### config.mk
export PLATFORM = sky130hd
export DESIGN_NAME = tgfam_front
export DESIGN_NICKNAME = d
export VERILOG_FILES = /design/src/hdl/tgfam_pkg.sv /design/src/hdl/tgfam_front.sv
export SDC_FILE = /design/constraint.sdc
export NUM_CORES = 1
export LEC_CHECK = 0
export ABC_AREA = 1
export CELL_PAD_IN_SITES_DETAIL_PLACEMENT = 1
export CELL_PAD_IN_SITES_GLOBAL_PLACEMENT = 1
export CORE_MARGIN = 2
export CORE_UTILIZATION = 30
export CTS_CLUSTER_SIZE = 30
export DETAILED_ROUTE_END_ITERATION = 10
export DONT_BUFFER_PORTS = 1
export PLACE_DENSITY_LB_ADDON = 0.1
export SYNTH_ARGS = -nofsm -noshare
export SYNTH_HDL_FRONTEND = slang
export SYNTH_SLANG_ARGS = --single-unit
### constraint.sdc
create_clock -name clk_i -period 9.49 [get_ports clk_i]
set_clock_uncertainty 0.15 [all_clocks]
set_input_delay 1.4235 -clock clk_i [delete_from_list [all_inputs] [get_ports clk_i]]
set_output_delay 1.4235 -clock clk_i [all_outputs]
set_load 0.02 [all_outputs]
### src/hdl/tgfam_pkg.sv
`timescale 1ns / 1ps
package tgfam_pkg;

  localparam int unsigned SampleBits   = 24;
  localparam int unsigned FractionBits = 15;
  localparam int unsigned RangeBits    = 24;
  localparam int unsigned DzBits       = 15;
  localparam int unsigned CfgIdxBits   = 1;
  localparam int unsigned CfgDataBits  = 24;

  // Deviations, sums and the product 866*(dc-db) fit comfortably in 48 bits.
  localparam int unsigned DevBits  = SampleBits + 1;
  localparam int unsigned NumBits  = 48;
  localparam int unsigned QBits    = FractionBits + 1;
  localparam int unsigned SqBits   = 2 * QBits + 1;
  localparam int unsigned DivBits  = 64;
  localparam int unsigned DivCntBits = 7;

  localparam logic [CfgIdxBits-1:0] RegFullRange = 1'd0;
  localparam logic [CfgIdxBits-1:0] RegDeadzone  = 1'd1;

  localparam logic [RangeBits-1:0] FullRangeReset = 24'd65536;
  localparam logic [DzBits-1:0]    DeadzoneReset  = 15'd1638;

  typedef struct packed {
    logic signed [SampleBits-1:0] gauge_a_sample;
    logic signed [SampleBits-1:0] gauge_b_sample;
    logic signed [SampleBits-1:0] gauge_c_sample;
    logic signed [SampleBits-1:0] gauge_a_baseline;
    logic signed [SampleBits-1:0] gauge_b_baseline;
    logic signed [SampleBits-1:0] gauge_c_baseline;
  } in_beat_t;

  typedef struct packed {
    logic signed [15:0] axis_x;
    logic signed [15:0] axis_y;
    logic signed [15:0] axis_z;
    logic signed [15:0] raw_a_scaled;
    logic signed [15:0] raw_b_scaled;
    logic signed [15:0] raw_c_scaled;
  } out_beat_t;

  // Classified work item handed from the front end to the back end.
  typedef struct packed {
    logic signed [DevBits-1:0] da;
    logic signed [DevBits-1:0] db;
    logic signed [DevBits-1:0] dc;
    logic signed [NumBits-1:0] nx;
    logic signed [NumBits-1:0] ny;
    logic signed [NumBits-1:0] nz;
  } work_t;

  typedef enum logic [3:0] {
    ST_IDLE, ST_DIV_X, ST_DIV_Y, ST_DIV_Z, ST_SQRT, ST_FACTOR,
    ST_NX, ST_NY, ST_RAW_A, ST_RAW_B, ST_RAW_C, ST_DONE
  } back_state_e;

  typedef struct packed {
    logic                start;
    logic [DivBits-1:0]  num;
    logic [DivBits-1:0]  den;
  } div_req_t;

endpackage

### src/hdl/tgfam_front.sv
`timescale 1ns / 1ps
module tgfam_front (
  input  logic                clk_i,
  input  logic                rst_ni,
  input  logic                in_valid,
  output logic                in_ready,
  input  tgfam_pkg::in_beat_t in_data_i,
  output logic                q_valid_o,
  input  logic                q_ready_i,
  output tgfam_pkg::work_t    q_data_o
);

  localparam int unsigned Depth = 2;

  tgfam_pkg::work_t     item;
  tgfam_pkg::work_t     mem_q [Depth];
  logic                 wr_ptr_q, wr_ptr_d, rd_ptr_q, rd_ptr_d;
  logic [1:0]           cnt_q, cnt_d;
  logic                 push, pop;

  // Deviations and the three axis numerators.
  always_comb begin
    item.da = tgfam_pkg::DevBits'(in_data_i.gauge_a_sample)
            - tgfam_pkg::DevBits'(in_data_i.gauge_a_baseline);
    item.db = tgfam_pkg::DevBits'(in_data_i.gauge_b_sample)
            - tgfam_pkg::DevBits'(in_data_i.gauge_b_baseline);
    item.dc = tgfam_pkg::DevBits'(in_data_i.gauge_c_sample)
            - tgfam_pkg::DevBits'(in_data_i.gauge_c_baseline);
    item.nx = (tgfam_pkg::NumBits'(item.dc) - tgfam_pkg::NumBits'(item.db))
            * 48'sd866;
    item.ny = tgfam_pkg::NumBits'(item.db) + tgfam_pkg::NumBits'(item.dc)
            - (tgfam_pkg::NumBits'(item.da) <<< 1);
    item.nz = tgfam_pkg::NumBits'(item.da) + tgfam_pkg::NumBits'(item.db)
            + tgfam_pkg::NumBits'(item.dc);
  end

  assign in_ready  = (cnt_q != 2'd2);
  assign push      = in_valid && in_ready;
  assign q_valid_o = (cnt_q != 2'd0);
  assign pop       = q_valid_o && q_ready_i;
  assign q_data_o  = mem_q[rd_ptr_q];

  always_comb begin
    wr_ptr_d = push ? ~wr_ptr_q : wr_ptr_q;
    rd_ptr_d = pop ? ~rd_ptr_q : rd_ptr_q;
    cnt_d    = cnt_q + {1'b0, push} - {1'b0, pop};
  end

  always_ff @(posedge clk_i or negedge rst_ni) begin
    if (!rst_ni) begin
      wr_ptr_q <= 1'b0;
      rd_ptr_q <= 1'b0;
      cnt_q    <= 2'd0;
    end else begin
      wr_ptr_q <= wr_ptr_d;
      rd_ptr_q <= rd_ptr_d;
      cnt_q    <= cnt_d;
    end
  end

  always_ff @(posedge clk_i) begin
    if (push) begin
      mem_q[wr_ptr_q] <= item;
    end
  end

`ifndef SYNTH
  a_no_overflow: assert property (@(posedge clk_i) disable iff (!rst_ni)
    cnt_q <= 2'd2) else $error("queue count out of range");
  a_full_stalls: assert property (@(posedge clk_i) disable iff (!rst_ni)
    cnt_q == 2'd2 |-> !in_ready) else $error("full queue accepted");
  a_count_track: assert property (@(posedge clk_i) disable iff (!rst_ni)
    push && !pop |=> cnt_q == $past(cnt_q) + 2'd1) else $error("count slip");
`endif

endmodule

### Word level (Yosys, flattened, before mapping)

Memory sizes are Yosys's and may differ from the RTL's.
Index checks and enable logic that the tools add are counted.

* bits in registers: 4
* memory bits (writable): 436
* output and inout port bits: 221
* memories: 1

* add/sub/neg operators: 10
* $mul: 1
* equality and inequality tests: 1
* muxes and demuxes: 2
* bitwise operators: 2
* reduce and logical (&&, ||, !) cells: 3

Memories
* mem_q: words 2, bits a word 218, rd ports 1, clocked after memory_dff 0, wr ports 1, RTL line tgfam_front.sv:16 `tgfam_pkg::work_t mem_q [Depth];`

Operators by type and width (number)
* subtractor 24 x 24 -> 25 bit: 3
* adder 25 x 25 -> 26 bit: 2
* multiplier 26 x 10 -> 36 bit, second input constant: 1
* adder 26 x 25 -> 27 bit: 1
* subtractor 26 x 26 -> 27 bit: 1
* subtractor 25 x 25 -> 26 bit: 1
* adder 2 x 1 -> 2 bit: 1
* logical AND 1 bit: 2
* 2-to-1 mux 1 bit: 2
* inequality test 2 bit, second input constant: 1
* NOT 1 bit: 2
* nonzero test 2 bit: 1
* subtractor 2 x 1 -> 2 bit: 1

### Depth between registers and ports, before layout

Gate-level depths: netlist (run 1).

* depth after elaboration: 4
* mapped depth: 46
* mapped depth without buffers: 46

### Worst setup path after synthesis (run 1)

No wires, ideal clock.

* kind: input to register
* start: input port in_valid
* end: memory mem_q[1][0] (netlist name), enable pin
* arrival time: 8351 ps
* slack: 297 ps
* stages on the path: 2
* buffers on the path: 0
* cell sequence: nand2_1 nor2_1

* cells in the longest elaborated chain, start to end: 3

Ends and longest elaborated chain
* from (decl): RTL line tgfam_front.sv:5 `input logic in_valid,`
* logical AND 1 bit: RTL line tgfam_front.sv:38 `assign push = in_valid && in_ready;`
* 2-to-1 mux 1 bit: RTL line tgfam_front.sv:62 `if (push) begin`
* 2-to-1 mux 1 bit (not written as such): RTL line tgfam_front.sv:63 `mem_q[wr_ptr_q] <= item;`
* to (decl): RTL line tgfam_front.sv:16

No other way between the ends.

==> results.ini, run 1 <==
[status]
status = finished, final reports clean

[clocking]
clk_pin_slew_ps = 50
cts_setup_buffers = 0
cts_hold_buf = 0
cts_made_buffers = 43
cts_root_buf = clkbuf_16
h-tree-depth = 2
cts_tree = done
clkLatencyLatePin_ps = 580
cts.sinks = 332
cts_buffer_depth = 3

[worst_setup_path]
critical_path_required_ps = 9750
ff2ff_path_depth = 5
crit_path_frequent_cell = nand3_1
timing.critical_path.to_type = flip-flop
critPathMaxFanout = 5
slowest_delay_ps = 590
worstPathArrival_ps = 9190
worstSetupStartpointType = input pin
critPathKind = input pin to flip-flop
cp_slowest_cell = fa_1

[yosys]
post-synth-top-area-cell = edfxtp_1
post-synth-top-count-cell = nand2_1
synth_edf_count = 328
ys.flop_type = edfxtp_1
synthTopCellsByCount = nand2_1 (947), inv_1 (516), edfxtp_1 (328)
netlist_area_um2 = 27000
async_flop_share_pct = 1.20
syn_avg_cell_area_um2 = 8.56
synth_area_leaders = edfxtp_1 (37%), nand2_1 (13%), ha_1 (13%)
yosys_warnings = 0
yosysSeqAreaShare_pct = 36.9
synth_cells = 3152
ys_ff_latch = 332
yosys.cell_types.count = 51
synth_top_area_share_pct = 36.5
synth_fp_nets = 3678

[sta]
finalHoldViolations = 0
max_freq_mhz = 112
fin_crit_sh_pct = 94.1
period_needed_ps = 8930
slew_headroom_pct = 23.9
setup_ws_ps = 562
tightestPinTransition_ps = 1150
rsz0062_at_grt = no
setup_violations = 0
finalMaxSlewViolations = 0

[place]
port_buffers = 0
dp_hpwl_um = 80200
gp_congestion = 0.861
place_ws_ps = -9.38
placedCellCount = 4462

[die]
die_x_um = 304
ios = 369
initial_core_util_pct = 30.4
core_area_um2 = 88800
fp.dieH_um = 304
core.rowCount = 109
die_area_um2 = 92300

[layout]
num-fill-cells = 10446
drive_gt1_share_pct = 13.2
fin_util_pct = 35.0
stdcell_count = 4539
multi_input_area_um2 = 14500
register_area_um2 = 9950
fin_nets = 3868
area_delta_synth_final_pct = 15.1

[drt]
detail_route.wl_per_cell_um = 21.0
drc = 0
ant_nets = 0
drt_pass1_iterations = 5
avgViaCountPerCell = 4.68
drt_wl_total_um = 95500
vias = 21245
drtIter0Drc = 983

[job]
maxCapViolCount = 0

[global_routing]
antenna_found_initial = 1
grt_pass1_wl_um = 145000
grt_pass1_vias = 23336
overflow = 0
grtUsageTotal_pct = 20.6
grt_max_degree = 69

[min_path]
hold_class = input pin to async pin

## kinds of logic (layout without fill, tap and decap cells)
kind of cell	Yosys count	count (layout)	synth area share, %
AND/OR/NAND/NOR	1339	1339	21.2
XOR/XNOR	162	162	5.29
other	1	2	0.0139
AO/OA/AOI/OAI	318	318	6.80
adder cells (fa/ha/maj)	378	378	20.3
buffers and inverters	622	843	9.42
flip-flops	332	332	36.9
## per-stage QoR
| step | hold WS, ps | instance area (um^2) | TNS, ps |
|---|---|---|---|
| after floorplan | 335 | 27000 | 0 |
| after global placement | 354 | 29700 | 0 |
| final | 384 | 31000 | 0 |
| after detailed placement | 398 | 29700 | -18.7 |
| after CTS | 342 | 31000 | 0 |
| after global routing | 357 | 31000 | 0 |
## per-layer routing
| layer | vias to the layer above | part of all wire, % | wire, um | global-route usage, % |
|---|---|---|---|---|
| li1 | 10450 | - | - | - |
| met5 | - | 0 | 0 | 0 |
| met2 | 355 | 45 | 42800 | 33.4 |
| met4 | 0 | 3.1 | 2920 | 6.22 |
| met1 | 10336 | 49 | 46400 | 28.5 |
| met3 | 104 | 3.6 | 3400 | 3.02 |
## sequential cells by signal (all words and copies together) (netlist names)
name      flops
cnt_q         2
mem_q       328
rd_ptr_q      1
wr_ptr_q      1
## layout make-up
| cell class | instances | area share [%] |
|---|---|---|
| tap | 1165 | 4.70 |
| clock inverter | 21 | 0.629 |
| multi-input combinational | 2198 | 46.8 |
| sequential | 332 | 32.1 |
| clock buffer | 55 | 3.71 |
| inverter | 531 | 6.44 |
| timing repair buffer | 236 | 5.71 |
| antenna | 1 | 0.00806 |
## critical path, delay by kind of cell
| kind | cells | cell delay (ps) |
|---|---|---|
| compound gates | 3 | 540 |
| xor+xnor | 2 | 480 |
| buf+inv | 8 | 730 |
| simple gates | 18 | 2640 |
| fa+ha+maj | 8 | 3360 |
## cell usage in the layout (no fill, tap or decap), drive strengths merged, types with 76 or more instances in the layout
| cell type | Yosys | final |
|---|---|---|
| xor2 | 117 | 117 |
| a21oi | 165 | 165 |
| inv | 531 | 532 |
| nand3 | 114 | 114 |
| buf | 59 | 236 |
| edfxtp | 328 | 328 |
| ha | 277 | 277 |
| nand2 | 1018 | 1018 |
| o21ai | 76 | 76 |
| fa | 101 | 101 |
| nor2 | 123 | 123 |
## path summary, 6_finish.rpt
kind	endpoint	slack [ps]	from
max	mem_q[0][130]	560	in_data_i[33]
min	rd_ptr_q	380	rst_ni
max reg2reg	mem_q[1][161]	5940	cnt_q[1]
min reg2reg	cnt_q[0]	400	cnt_q[0]
max in group asynchronous	rd_ptr_q	8730	rst_ni
min in group clk_i	cnt_q[0]	400	cnt_q[0]
## timing repair
item | CTS | global route
gates resized for setup | 0 | 1
endpoints found under the setup margin | 0 | 2
endpoints found under the hold margin | 0 | 0
Power of run 1 is left out: the tool's default activity adds up to more than one toggle a clock period on the data nets, which glitch-free logic cannot reach.
==> run 2: changes to the inputs <==
--- a/config.mk
+++ b/config.mk
@@ -10,6 +10,7 @@
 export CELL_PAD_IN_SITES_GLOBAL_PLACEMENT = 1
 export CORE_MARGIN = 2
 export CORE_UTILIZATION = 30
+export CTS_BUF_LIST = sky130_fd_sc_hd__clkbuf_8
 export CTS_CLUSTER_SIZE = 30
 export DETAILED_ROUTE_END_ITERATION = 10
 export DONT_BUFFER_PORTS = 1
==> run 2 against run 1 <==
Utilization down 0.15 points. Non-clock buffer count unchanged. Die area stayed put. Worst setup slack gained 89 ps. Wire length grew 0.43%. Maximum frequency up 1.0%. Cell area is 0.42% lower. Sequential share of layout area up 0.14 points. Global-route usage is 0.15 points higher. Register-to-register slack better by 20 ps. Critical path depth did not move. Critical path type unchanged. Largest cell class unchanged. Highest routed layer unchanged.
==> results.ini, run 2 (same netlist as run 1, synthesis figures left out) <==
[drt]
avgViaCountPerCell = 4.67  ; -0.15%
detail_route.wl_per_cell_um = 20.9  ; -0.56%
drc = 0  ; unchanged
drt_wl_total_um = 95900  ; +0.43%
drtIter0Drc = 949  ; -3.5%
ant_nets = 0  ; unchanged
vias = 21424  ; +0.84%
drt_pass1_iterations = 7  ; +2

[clocking]
cts_tree = done
cts_root_buf = clkbuf_8
cts_buffer_depth = 3  ; unchanged
clkLatencyLatePin_ps = 680  ; +100 ps
cts.sinks = 332  ; unchanged
clk_pin_slew_ps = 60  ; about the same
postCtsResizedCells = 0  ; unchanged
cts_setup_buffers = 0  ; unchanged
cts_made_buffers = 66  ; +53%
h-tree-depth = 3  ; +1
cts_hold_buf = 0  ; unchanged

[global_routing]
grt_pass1_wl_um = 145000  ; +0.31%
overflow = 0  ; unchanged
antenna_found_initial = 3  ; +2
grt_max_degree = 69  ; unchanged
grtUsageTotal_pct = 20.8  ; +0.15 points
grt_pass1_vias = 23548  ; +0.91%

[sta]
setup_violations = 0  ; unchanged
max_freq_mhz = 113  ; +1.0%
rsz0062_at_grt = no
period_needed_ps = 8840  ; -88.8 ps
finalHoldViolations = 0  ; unchanged
finalMaxSlewViolations = 0  ; unchanged
fin_crit_sh_pct = 93.1  ; -0.94 points
slew_headroom_pct = 23.8  ; -0.12 points
tightestPinTransition_ps = 1150  ; +1.80 ps
setup_tns_ps = 0  ; unchanged

[worst_setup_path]
crit_path_frequent_cell = nand3_1
r2r-start = cnt_q[1]
ff2ff_path_depth = 5  ; unchanged
timing.critical_path.to_type = flip-flop
slowest_delay_ps = 590  ; about the same
critPathKind = input pin to flip-flop
reg2reg_to = mem_q[1][157]
worstPathArrival_ps = 9200  ; about the same
crit_start = in_data_i[33]
cp_slowest_cell = fa_1
critical_path_required_ps = 9860  ; +110 ps
critPathMaxFanout = 5  ; unchanged
worstSetupStartpointType = input pin
rrSetupSlack_ps = 5960  ; +20 ps
crit_path_end = mem_q[0][130]

[layout]
register_area_um2 = 9950  ; unchanged
area_delta_synth_final_pct = 14.6
largest_reg_flops = 328  ; unchanged
num-fill-cells = 10496  ; +0.48%
final_cell_mix = nand2_1 (944), inv_1 (540), edfxtp_1 (328)
multi_input_area_um2 = 14500  ; unchanged
mostFrequentLayoutCell = nand2_1
drive_gt1_share_pct = 13.9  ; +0.66 points
largestRegisters = mem_q x328, cnt_q x2
fin_nets = 3891  ; +0.59%
top_register = mem_q

[die]
die_area_um2 = 92300  ; unchanged
core_area_um2 = 88800  ; unchanged
ios = 369  ; unchanged
initial_core_util_pct = 30.4  ; unchanged
fp.dieH_um = 304  ; unchanged
core.rowCount = 109  ; unchanged
die_x_um = 304  ; unchanged

[min_path]
hold_class = input pin to async pin

[place]
port_buffers = 0  ; unchanged
dp_hpwl_um = 80200  ; unchanged
gp_congestion = 0.861  ; unchanged

[job]
maxCapViolCount = 0  ; unchanged

[status]
status = finished, final reports clean

[run 2: changes by cell type in the layout (fill, tap and decap cells not counted), sizes merged]
| cell | before | now |
|---|---|---|
| clkinv | 16 | 12 |
| bufinv | 2 | 0 |
| inv | 532 | 560 |
| clkinvlp | 2 | 6 |
| diode | 1 | 5 |
| clkbuf | 55 | 70 |
[run 2: worst max-delay path, delay by kind of cell]
kind / cells / cell delay, ps
AOI/OAI and AO/OA: 3 / 550
and+or+nand+nor: 18 / 2640
adders and majority gates: 8 / 3370
buffers and inverters: 8 / 730
xor gates and xnor gates: 2 / 490
[run 2: how the worst min path moves through the flow]
| stage | slack, ps | end |
|---|---|---|
| 2_1_floorplan | 330 | wr_ptr_q |
| 3_3_place_gp | 350 | cnt_q[0] |
| 3_5_place_dp | 400 | cnt_q[0] |
| 4_1_cts | 210 | rd_ptr_q |
| 5_1_grt | 220 | rd_ptr_q |
| 6_report | 280 | rd_ptr_q |
[run 2: final cells by class]
class	instances	area share, %
timing repair buffer	236	5.73
sequential	332	32.2
inverter	531	6.46
antenna	5	0.0405
clock buffer	70	3.12
tap	1165	4.72
multi-input combinational	2198	47.0
clock inverter	47	0.781
[run 2: metrics by stage]
stage / area [um^2] / instances / setup slack (ps) / utilization [%] / hold WS [ps]
detailed placement: 29700 / 4462 / -9.38 / 33.4 / 398
floorplan: 27000 / 3152 / 297 / - / 335
CTS: 30900 / 4579 / 710 / 34.8 / 214
global route: 30900 / 4582 / 111 / 34.8 / 221
finish: 30900 / 4584 / 651 / 34.8 / 278
global placement: 29700 / 4462 / 79.4 / 33.4 / 354
[run 2: layer usage]
layer  wire (um)  global-route usage [%]  vias to the layer above  share of wire, %
met1       46400                    28.3                    10421                48
li1            -                       -                    10514                 -
met5           0                       0                        -                 0
met2       42800                    33.4                      366                45
met4        3000                    6.51                        0               3.1
met3        3700                    3.83                      123               3.9
Power of run 2 is left out for the same reason.
